<file path="src/hw/rtl/range_digit_sum_total_assert.svh">
// ----------------------------------------------------------------------------
// range_digit_sum_total assertion macros
// Concurrent checks clocked on clk, disabled while rst_n is low.
// ----------------------------------------------------------------------------
`ifndef RANGE_DIGIT_SUM_TOTAL_ASSERT_SVH
`define RANGE_DIGIT_SUM_TOTAL_ASSERT_SVH

// antecedent implies consequent in the same cycle
`define RDST_ASSERT_SAME(label, ante, cons) \
    label: assert property (@(posedge clk) disable iff (!rst_n) (ante) |-> (cons)) \
        else $error("range_digit_sum_total: same-cycle check failed");

// antecedent implies consequent in the next cycle
`define RDST_ASSERT_NEXT(label, ante, cons) \
    label: assert property (@(posedge clk) disable iff (!rst_n) (ante) |=> (cons)) \
        else $error("range_digit_sum_total: next-cycle check failed");

`endif

</file>
<file path="src/hw/rtl/rdst_pkg.sv">
// ----------------------------------------------------------------------------
// rdst_pkg
// Shared constants, types and helper functions for range_digit_sum_total.
// ----------------------------------------------------------------------------
package rdst_pkg;

    localparam int MAX_DIGITS_DEF = 17;
    localparam int BIN_W          = 57;
    localparam int TOTAL_W        = 63;

    typedef enum logic [1:0] {
        ST_IDLE,
        ST_CONV,
        ST_WALK,
        ST_RESULT
    } state_t;

    // elaboration-time power of ten
    function automatic logic [63:0] pow10(input int e);
        logic [63:0] p;
        p = 64'd1;
        for (int i = 0; i < e; i++)
        begin
            p = p * 64'd10;
        end
        return p;
    endfunction

    // d*(d-1)/2, sum of all digit values below d
    function automatic logic [5:0] tri_sum(input logic [3:0] d);
        logic [7:0] p;
        p = {4'b0, d} * ({4'b0, d} - 8'd1);
        return p[6:1];
    endfunction

endpackage

</file>
<file path="src/hw/rtl/range_digit_sum_total.sv">
// An empty range (range_low > range_high) skips conversion and the walk and goes straight to
// the result state. One query at a time: a result waits in the result state while the output
// drains; the next word is taken once the previous result sits in the output register. Time is
// set by the BCD shift register (two bits a cycle) and the digit walk (one digit a cycle).
// Reset (rst_n, async, active low) clears the sequencer and the output valid.
// ----------------------------------------------------------------------------
// range_digit_sum_total
// Sum of decimal digit sums over [range_low, range_high] as F(high)-F(low-1).
// ----------------------------------------------------------------------------
module range_digit_sum_total #(
    parameter int MAX_DIGITS = rdst_pkg::MAX_DIGITS_DEF
) (
    input  logic                          clk,
    input  logic                          rst_n,
    input  logic                          in_valid,
    output logic                          in_ready,
    input  logic [rdst_pkg::BIN_W-1:0]    range_low,
    input  logic [rdst_pkg::BIN_W-1:0]    range_high,
    output logic                          out_valid,
    input  logic                          out_ready,
    output logic [rdst_pkg::TOTAL_W-1:0]  digit_sum_total,
    output logic                          range_error
);

    localparam int BIN_W = rdst_pkg::BIN_W;
    localparam int T_W   = rdst_pkg::TOTAL_W;
    localparam int BCD_W = 4 * MAX_DIGITS;
    localparam logic [BIN_W-1:0] CAP = BIN_W'(rdst_pkg::pow10(MAX_DIGITS) - 64'd1);

    rdst_pkg::state_t state_reg, state_next;

    logic             accept;
    logic             err;
    logic [BIN_W-1:0] hi_arg;
    logic [BIN_W-1:0] lo_arg;
    logic             conv_start;
    logic             load_out;

    logic             conv_done_hi, conv_done_lo;
    logic [BCD_W-1:0] bcd_hi, bcd_lo;
    logic             walk_done_hi, walk_done_lo;
    logic [T_W-1:0]   f_hi, f_lo;

    logic             err_pend_reg;
    logic [T_W-1:0]   total_reg;
    logic             err_reg;
    logic             out_valid_reg;

    assign accept = in_valid && in_ready;
    assign err    = range_low > range_high;

    always_comb
    begin
        hi_arg = (range_high > CAP) ? CAP : range_high;
        if (range_low == '0)
        begin
            lo_arg = '0;
        end
        else if (range_low > CAP)
        begin
            lo_arg = CAP - BIN_W'(1);
        end
        else
        begin
            lo_arg = range_low - BIN_W'(1);
        end
    end

    always_ff @(posedge clk or negedge rst_n)
    begin
        if (!rst_n)
        begin
            state_reg <= rdst_pkg::ST_IDLE;
        end
        else
        begin
            state_reg <= state_next;
        end
    end

    always_comb
    begin
        state_next = state_reg;
        in_ready   = 1'b0;
        conv_start = 1'b0;
        load_out   = 1'b0;
        unique case (state_reg)
            rdst_pkg::ST_IDLE:
            begin
                in_ready = 1'b1;
                if (in_valid)
                begin
                    conv_start = !err;
                    state_next = err ? rdst_pkg::ST_RESULT : rdst_pkg::ST_CONV;
                end
            end
            rdst_pkg::ST_CONV:
            begin
                if (conv_done_hi)
                begin
                    state_next = rdst_pkg::ST_WALK;
                end
            end
            rdst_pkg::ST_WALK:
            begin
                if (walk_done_hi)
                begin
                    state_next = rdst_pkg::ST_RESULT;
                end
            end
            rdst_pkg::ST_RESULT:
            begin
                if (!out_valid_reg || out_ready)
                begin
                    load_out   = 1'b1;
                    state_next = rdst_pkg::ST_IDLE;
                end
            end
            default:
            begin
                state_next = rdst_pkg::ST_IDLE;
            end
        endcase
    end

    rdst_bcd_conv #(.MAX_DIGITS(MAX_DIGITS)) u_conv_hi (
        .clk    (clk),
        .rst_n  (rst_n),
        .start  (conv_start),
        .bin_in (hi_arg),
        .done   (conv_done_hi),
        .bcd    (bcd_hi)
    );

    rdst_bcd_conv #(.MAX_DIGITS(MAX_DIGITS)) u_conv_lo (
        .clk    (clk),
        .rst_n  (rst_n),
        .start  (conv_start),
        .bin_in (lo_arg),
        .done   (conv_done_lo),
        .bcd    (bcd_lo)
    );

    rdst_digit_walk #(.MAX_DIGITS(MAX_DIGITS)) u_walk_hi (
        .clk    (clk),
        .rst_n  (rst_n),
        .start  (conv_done_hi),
        .bcd_in (bcd_hi),
        .done   (walk_done_hi),
        .total  (f_hi)
    );

    // lower bound of zero converts 0, whose prefix total is 0
    rdst_digit_walk #(.MAX_DIGITS(MAX_DIGITS)) u_walk_lo (
        .clk    (clk),
        .rst_n  (rst_n),
        .start  (conv_done_lo),
        .bcd_in (bcd_lo),
        .done   (walk_done_lo),
        .total  (f_lo)
    );

    always_ff @(posedge clk or negedge rst_n)
    begin
        if (!rst_n)
        begin
            out_valid_reg <= 1'b0;
            err_pend_reg  <= 1'b0;
        end
        else
        begin
            if (accept)
            begin
                err_pend_reg <= err;
            end
            if (load_out)
            begin
                out_valid_reg <= 1'b1;
            end
            else if (out_ready)
            begin
                out_valid_reg <= 1'b0;
            end
        end
    end

    always_ff @(posedge clk)
    begin
        if (load_out)
        begin
            total_reg <= err_pend_reg ? '0 : (f_hi - f_lo);
            err_reg   <= err_pend_reg;
        end
    end

    assign out_valid       = out_valid_reg;
    assign digit_sum_total = total_reg;
    assign range_error     = err_reg;

`include "range_digit_sum_total_assert.svh"

    `RDST_ASSERT_SAME(a_err_zero, out_valid && range_error, digit_sum_total == '0)
    `RDST_ASSERT_SAME(a_walk_lockstep, 1'b1, walk_done_hi == walk_done_lo)
    `RDST_ASSERT_NEXT(a_conv_to_walk, conv_done_hi, state_reg == rdst_pkg::ST_WALK)
    `RDST_ASSERT_NEXT(a_accept_busy, accept, state_reg != rdst_pkg::ST_IDLE)

endmodule

</file>
<file path="src/hw/rtl/rdst_bcd_conv.sv">
// ----------------------------------------------------------------------------
// rdst_bcd_conv
// Shift-add-3 binary to BCD converter, two binary bits per cycle.
// ----------------------------------------------------------------------------
module rdst_bcd_conv #(
    parameter int MAX_DIGITS = rdst_pkg::MAX_DIGITS_DEF
) (
    input  logic                          clk,
    input  logic                          rst_n,
    input  logic                          start,
    input  logic [rdst_pkg::BIN_W-1:0]    bin_in,
    output logic                          done,
    output logic [4*MAX_DIGITS-1:0]       bcd
);

    localparam int STEPS = (rdst_pkg::BIN_W + 1) / 2;
    localparam int PAD_W = 2 * STEPS;
    localparam int CNT_W = $clog2(STEPS + 1);
    localparam int BCD_W = 4 * MAX_DIGITS;

    logic [PAD_W-1:0] bin_reg;
    logic [BCD_W-1:0] bcd_reg;
    logic [BCD_W-1:0] bcd_next;
    logic [CNT_W-1:0] cnt_reg;
    logic             busy_reg;
    logic             done_reg;

    always_comb
    begin
        logic [BCD_W-1:0] b;
        b = bcd_reg;
        for (int k = 0; k < 2; k++)
        begin
            for (int g = 0; g < MAX_DIGITS; g++)
            begin
                if (b[g*4 +: 4] >= 4'd5)
                begin
                    b[g*4 +: 4] = b[g*4 +: 4] + 4'd3;
                end
            end
            b = {b[BCD_W-2:0], bin_reg[PAD_W-1-k]};
        end
        bcd_next = b;
    end

    always_ff @(posedge clk or negedge rst_n)
    begin
        if (!rst_n)
        begin
            cnt_reg  <= '0;
            busy_reg <= 1'b0;
            done_reg <= 1'b0;
        end
        else
        begin
            done_reg <= 1'b0;
            if (start)
            begin
                cnt_reg  <= CNT_W'(STEPS);
                busy_reg <= 1'b1;
            end
            else if (busy_reg)
            begin
                cnt_reg <= cnt_reg - CNT_W'(1);
                if (cnt_reg == CNT_W'(1))
                begin
                    busy_reg <= 1'b0;
                    done_reg <= 1'b1;
                end
            end
        end
    end

    always_ff @(posedge clk)
    begin
        if (start)
        begin
            bin_reg <= PAD_W'(bin_in);
            bcd_reg <= '0;
        end
        else if (busy_reg)
        begin
            bin_reg <= bin_reg << 2;
            bcd_reg <= bcd_next;
        end
    end

    assign done = done_reg;
    assign bcd  = bcd_reg;

endmodule

</file>
<file path="src/hw/rtl/rdst_digit_walk.sv">
// ----------------------------------------------------------------------------
// rdst_digit_walk
// Tight-bound digit walk, one decimal digit per cycle, MSD first.
// Accumulates the prefix digit-sum total by Horner steps in base ten.
// ----------------------------------------------------------------------------
module rdst_digit_walk #(
    parameter int MAX_DIGITS = rdst_pkg::MAX_DIGITS_DEF
) (
    input  logic                          clk,
    input  logic                          rst_n,
    input  logic                          start,
    input  logic [4*MAX_DIGITS-1:0]       bcd_in,
    output logic                          done,
    output logic [rdst_pkg::TOTAL_W-1:0]  total
);

    localparam int BCD_W  = 4 * MAX_DIGITS;
    localparam int IDX_W  = $clog2(MAX_DIGITS + 1);
    localparam int HSUM_W = $clog2(9 * MAX_DIGITS + 1);
    localparam int C_W    = $clog2(81 * MAX_DIGITS + 37);
    localparam int FREE_W = $clog2(405 * MAX_DIGITS + 1);
    localparam int T_W    = rdst_pkg::TOTAL_W;

    logic [BCD_W-1:0]  dig_reg;
    logic [IDX_W-1:0]  idx_reg;
    logic [HSUM_W-1:0] hsum_reg;
    logic [FREE_W-1:0] free_reg;
    logic [T_W-1:0]    acc_reg;
    logic              busy_reg;
    logic              fin_reg;
    logic              done_reg;

    logic [3:0]        d;
    logic [C_W-1:0]    c;
    logic [FREE_W-1:0] free_next;
    logic [T_W-1:0]    acc_next;

    assign d = dig_reg[BCD_W-1 -: 4];

    // digit values below d open free suffixes: (H+j)*10^i summed over j<d,
    // plus the suffix digit sums, added one place lower on the next step
    always_comb
    begin
        c         = C_W'(d) * C_W'(hsum_reg) + C_W'(rdst_pkg::tri_sum(d));
        free_next = FREE_W'(d) * FREE_W'(idx_reg) * FREE_W'(45);
        acc_next  = (acc_reg << 3) + (acc_reg << 1) + T_W'(c) + T_W'(free_reg);
    end

    always_ff @(posedge clk or negedge rst_n)
    begin
        if (!rst_n)
        begin
            busy_reg <= 1'b0;
            fin_reg  <= 1'b0;
            done_reg <= 1'b0;
            idx_reg  <= '0;
        end
        else
        begin
            done_reg <= 1'b0;
            fin_reg  <= 1'b0;
            if (start)
            begin
                busy_reg <= 1'b1;
                idx_reg  <= IDX_W'(MAX_DIGITS - 1);
            end
            else if (busy_reg)
            begin
                idx_reg <= idx_reg - IDX_W'(1);
                if (idx_reg == '0)
                begin
                    busy_reg <= 1'b0;
                    fin_reg  <= 1'b1;
                end
            end
            else if (fin_reg)
            begin
                done_reg <= 1'b1;
            end
        end
    end

    always_ff @(posedge clk)
    begin
        if (start)
        begin
            dig_reg  <= bcd_in;
            hsum_reg <= '0;
            free_reg <= '0;
            acc_reg  <= '0;
        end
        else if (busy_reg)
        begin
            dig_reg  <= dig_reg << 4;
            hsum_reg <= hsum_reg + HSUM_W'(d);
            free_reg <= free_next;
            acc_reg  <= acc_next;
        end
        else if (fin_reg)
        begin
            // N itself contributes the digit sum of the tight path
            acc_reg <= acc_reg + T_W'(hsum_reg);
        end
    end

    assign done  = done_reg;
    assign total = acc_reg;

endmodule
</file>
<file path="config.mk">
export PLATFORM = sky130hd
export DESIGN_NAME = range_digit_sum_total
export DESIGN_NICKNAME = d
export VERILOG_FILES = /design/src/hw/rtl/rdst_pkg.sv /design/src/hw/rtl/range_digit_sum_total.sv /design/src/hw/rtl/rdst_bcd_conv.sv /design/src/hw/rtl/rdst_digit_walk.sv
export VERILOG_INCLUDE_DIRS = /design/src /design/src/hw/rtl
export SDC_FILE = /design/constraint.sdc
export NUM_CORES = 2
export LEC_CHECK = 0
export BUFFER_PORTS_ARGS = -buffer_cell sky130_fd_sc_hd__buf_2
export CORE_ASPECT_RATIO = 0.9
export CORE_UTILIZATION = 45
export CTS_CLUSTER_SIZE = 20
export DETAILED_ROUTE_END_ITERATION = 12
export GPL_ROUTABILITY_DRIVEN = 0
export SKIP_CTS_REPAIR_TIMING = 1
export SLEW_MARGIN = 30
export SYNTH_ARGS = -nofsm -noshare
export SYNTH_HDL_FRONTEND = slang
export SYNTH_SLANG_ARGS = --single-unit
export TNS_END_PERCENT = 50
</file>
<file path="constraint.sdc">
create_clock -name clk -period 21.5 [get_ports clk]
set_clock_uncertainty 0.05 [all_clocks]
set_input_delay 1.075 -clock clk [delete_from_list [all_inputs] [get_ports clk]]
set_output_delay 1.075 -clock clk [all_outputs]
set_load 0.02 [all_outputs]
</file>
### Word-level counts from Yosys, hierarchy flattened

Cells that the tools add are included.

* bits in registers: 653
* input port bits: 118
* output and inout bits: 66
* logic and storage cells: 355

* add/subtract/negate cells: 88
* $mul: 8
* order comparisons: 71
* eq/ne operators: 9
* multiplexer cells: 131
* reductions and logical operators: 16

Operators with widths (count)
* 2-to-1 mux 57 bit: 7
* >= comparator 4 x 3 -> 1 bit, second input constant: 68
* 2-to-1 mux 68 bit: 4
* adder 4 x 2 -> 4 bit, second input constant: 64
* 2-to-1 mux 4 bit: 64
* 2-to-1 mux 63 bit: 4
* adder 63 x 11 -> 63 bit: 2
* adder 63 x 13 -> 63 bit: 2
* adder 63 bit: 2
* adder 63 x 8 -> 63 bit: 2
* greater-than comparator 57 bit, second input constant: 2
* subtractor 63 bit: 1
* greater-than comparator 57 bit: 1
* zero test 57 bit: 1
* subtractor 57 x 1 -> 57 bit, second input constant: 1
* 2-to-1 mux 5 bit: 8
* 2-to-1 mux 1 bit: 34
* multiplier 9 x 6 -> 13 bit, second input constant: 2
* adder 11 x 6 -> 11 bit: 2
* multiplier 4 x 8 -> 11 bit: 2
* subtractor 5 x 1 -> 5 bit, second input constant: 4
* multiplier 4 x 5 -> 9 bit: 2
* adder 8 x 4 -> 8 bit: 2
* multiplier 4 x 8 -> 7 bit: 2
* 17 further kinds: 40

### Depth between registers and ports, before layout

* depth after elaboration: 6
* gate-level depth with buffers: 40

### Cells and area by module

Synthesis repeated with hierarchy kept, for this count alone.

* cells, all modules: 6417
* area total of the unflattened synthesis: 58108.2 sq um

By module, submodules not included
* rdst_digit_walk at u_walk_hi: instances 1, cells an instance 1750, area an instance 16097.9 sq um
* rdst_digit_walk at u_walk_lo: instances 1, cells an instance 1719, area an instance 15833.9 sq um
* range_digit_sum_total: instances 1, cells an instance 1342, area an instance 10022.1 sq um
* rdst_bcd_conv at u_conv_hi: instances 1, cells an instance 804, area an instance 8086.5 sq um
* rdst_bcd_conv at u_conv_lo: instances 1, cells an instance 802, area an instance 8067.7 sq um

### Worst setup path before layout

OpenSTA, ideal clock, no wires.

* kind: register -> register
* start: reg u_walk_hi.dig_reg[65]
* end: reg u_walk_hi.acc_reg[58] (netlist: u_walk_hi.total[58])
* library setup time: 234 ps
* arrival: 8462 ps
* data required time: 21216 ps
* slack: 12754 ps
* stages on the path, launching flop included: 37
* buffers on the path: 1
* cell sequence: edfxtp_1 inv_1 ha_1 inv_1 ha_1 nand2b_1 fa_1 inv_1 fa_1 inv_1 fa_1 inv_1 fa_1 ha_1 a21o_1 a21oi_1 o21ai_0 a21oi_1 o21bai_1 a21oi_1 o21bai_1 a21oi_1 xnor2_1 fa_1 fa_1 ha_1 clkbuf_1 and2_1 nand4_1 o22ai_1 a21oi_1 o31ai_1 a21oi_1 o41ai_2 a41oi_1 xor2_1 o22ai_1

* word-level cells in the longest chain between the ends: 6
* elaborated cells on any way between the ends: 7
* classes of those cells: add/sub: 4; mul: 2; mux: 1

Ends and longest elaborated chain
* start: declaration: line rdst_digit_walk.sv:24 `logic [BCD_W-1:0] dig_reg;`
* start signal: assignment: line rdst_digit_walk.sv:87 `dig_reg <= bcd_in;`
* start signal: assignment: line rdst_digit_walk.sv:94 `dig_reg <= dig_reg << 4;`
* subtractor 4 x 1 -> 5 bit: line rdst_pkg.sv:32 `p = {4'b0, d} * ({4'b0, d} - 8'd1);`
* multiplier 4 x 8 -> 7 bit: line rdst_pkg.sv:32
* adder 11 x 6 -> 11 bit (*): line rdst_digit_walk.sv:44 `c = C_W'(d) * C_W'(hsum_reg) + C_W'(rdst_pkg::tri_sum(d));`
* adder 63 x 11 -> 63 bit (*): line rdst_digit_walk.sv:46 `acc_next = (acc_reg << 3) + (acc_reg << 1) + T_W'(c) + T_W'(free_reg);`
* adder 63 x 13 -> 63 bit (*): line rdst_digit_walk.sv:46
* 2-to-1 mux 63 bit (*): line rdst_digit_walk.sv:92 `else if (busy_reg)`
* end signal: assignment: line rdst_digit_walk.sv:97 `acc_reg <= acc_next;`
* end signal: assignment: line rdst_digit_walk.sv:102 `acc_reg <= acc_reg + T_W'(hsum_reg);`
* end: declaration: line rdst_digit_walk.sv:28 `logic [T_W-1:0] acc_reg;`

Mark *: on every way between the ends. The rest lies on a longest branch, timed or not.
A chain may end at the register's enable or synchronous reset.

### Final worst setup path

* start: reg u_walk_hi.dig_reg[64]
* end: reg u_walk_hi.acc_reg[58] (netlist: u_walk_hi.total[58])

The elaborated chain is that of the path after synthesis.

==> metrics.txt <==
H-tree depth=3; Hold WS=0.310 ns; Die Y=339 µm; First DRT Iteration DRCs=3105; RSZ-0062 raised after global routing=no; Max Cap Viol=0; routed vias/inst=5.60; CP peak stage delay=0.70 ns; Die Width=376 µm; Top Ports=184; Routed Antenna Nets=0; share of the synthesized area in the top cell type=16.6%; Port Buf Inserts=183; antenna violations before repair=8; DIE AREA=128000 µm²; row count=123; Least-Margin Pin Slew=1.06 ns; register area share after synthesis=28.8%; CTS tree=yes; synthesized net count=7395; Setup crit start kind=flop; GR peak layer=met2; Post-synth top cells=ha_1, nor2_1, inv_1, a21oi_1, nand2_1; Netlist cell types=84; dpl hpwl=114000 µm; CP max FO=16; Final Cycle Share=47.4%; placed cells=8047; DRT Pass-1 Iters=6; DR WL/cell=18.3 µm; crit path kind=flop to flop; via count=45900; area delta synth->final=9.53%; share of cells above drive strength 1=9.12%; Post-synth EDFFs=314; Final Max Slew Viols=0; Max Freq=98.2 MHz; Clk Tree Root Cell=clkbuf_16; Yosys Warn Count=0; CP startpoint=u_walk_hi.dig_reg[64]; final WL=150000 µm; met2 GRT Util=35.3%; CP max stage cell=edfxtp_1; # setup viols final=0; met3 Use GR=4.88%; Final Critical Period=10.18 ns; Post-synth ARST share=5.05%; top cells by area, synth=ha_1, edfxtp_1, dfxtp_1; worst reg2reg startpoint=u_walk_hi.dig_reg[64]; GRT Total Usage=23.4%; Hold WC Path Type=primary input to async pin; largest net degree at the start of global routing=108; critical path required time=22.03 ns; register bit total from synthesis=653; Clock Sinks=653; status=finished clean; cell with the most instances after synthesis=ha_1; Worst EP arrival=10.72 ns; core footprint=125000 µm²; Worst-Skew Late Latency=0.71 ns; DRC Markers=0; Syn Inst Count=6393; number of global-route vias before repair=43900; endpoint type of the worst setup path=flop; nets@finish=7447; grt met1 use=33.2%; Mapped Area=56800 µm²; first-pass GRT wire length=241000 µm; aggregate global routing overflow=0; Final Non-Filler Cells=8202; Syn Area/Cell=8.88 µm²; Clock Pin Slew Worst Setup and Hold Paths=0.06 ns; top_reg_cell synth=edfxtp_1; setup TNS=0 ns; number of CTS-inserted buffers=82; relative slew slack=28.7%; Final Hold Vio Count=0; Max clock buf depth=3; Initial Util=45.4%; largest area contributor in the netlist=ha_1
## layer usage
| layer | vias up | part of all wire (%) |
|---|---|---|
| met5 | - | 0.045 |
| met4 | 10 | 2.8 |
| li1 | 22900 | - |
| met3 | 231 | 6.5 |
| met1 | 21800 | 48 |
| met2 | 1074 | 43 |
## through the flow
| step | instance area [µm²] | utilization [%] | setup WS, ns |
|---|---|---|---|
| 6_report | 62200 | 49.7 | 11.32 |
| 3_5_place_dp | 59200 | 47.3 | 11.41 |
| 3_3_place_gp | 59200 | 47.3 | 11.58 |
| 2_1_floorplan | 56800 | - | 12.75 |
| 4_1_cts | 62200 | 49.7 | 11.40 |
| 5_1_grt | 62200 | 49.7 | 10.59 |
## cells by family (layout without fill, tap and decap cells)
family / Yosys count / count (layout) / share of synthesized area, %
fa+ha+maj: 884 / 884 / 21.2
flops: 653 / 653 / 28.8
compound gates: 1497 / 1497 / 17.0
buf+inv: 817 / 935 / 5.42
other cells: 0 / 4 / 0
xor+xnor: 485 / 485 / 7.48
mux: 265 / 265 / 5.09
simple gates: 1792 / 1792 / 14.9
## final timing paths
check,slack (ns),endpoint,cells after the start
worst max-delay path,11.32,u_walk_hi.total[58],35
worst min-delay path,0.31,u_walk_lo.fin_reg,1
worst max register to register,11.32,u_walk_hi.total[58],35
worst min register to register,0.43,u_conv_hi.bcd[0],2
max in group asynchronous,20.63,u_conv_hi.busy_reg,1
min in group clk,0.43,u_conv_hi.bcd[0],2
## worst max-delay path: cells and delay by family, from the launching register on
family	cells	cell delay (ns)
adder cells (fa/ha/maj)	10	4.19
AO/OA/AOI/OAI	15	3.76
flip-flops	1	0.70
buffers and inverters	5	0.54
AND/OR/NAND/NOR	3	0.51
XOR/XNOR	2	0.32
## placed cells by master (no fill, tap or decap), types with 40 or more instances in the layout
master	count
edfxtp_1	314
a31oi_1	53
nor3b_1	60
nand2_1	399
inv_1	567
o21a_1	53
dfxtp_1	306
xnor2_1	350
buf_2	182
mux2_2	189
nand4_1	93
and3_1	40
nor3_1	83
a211oi_1	231
mux2i_1	76
fa_1	129
ha_1	755
a21o_1	197
o31ai_1	85
nor2_1	702
o21bai_1	49
nand2b_1	78
xor2_1	135
clkbuf_16	83
o21ai_0	220
nor2b_1	47
nand3_1	93
and2_1	60
a21oi_1	438
## layout make-up
cell class | count | area, µm²
diodes | 4 | 10.0
clock inverters | 49 | 719
flip-flops and latches | 653 | 16400
repair buffers | 214 | 1200
multi-input cells | 4923 | 37400
clock buffers | 101 | 2200
fillers | 11900 | 62900
well taps | 1687 | 2110
inverters | 571 | 2140
Power is not shown: default switching activity piles up to over one toggle a cycle in this logic, so the estimate is an artifact.
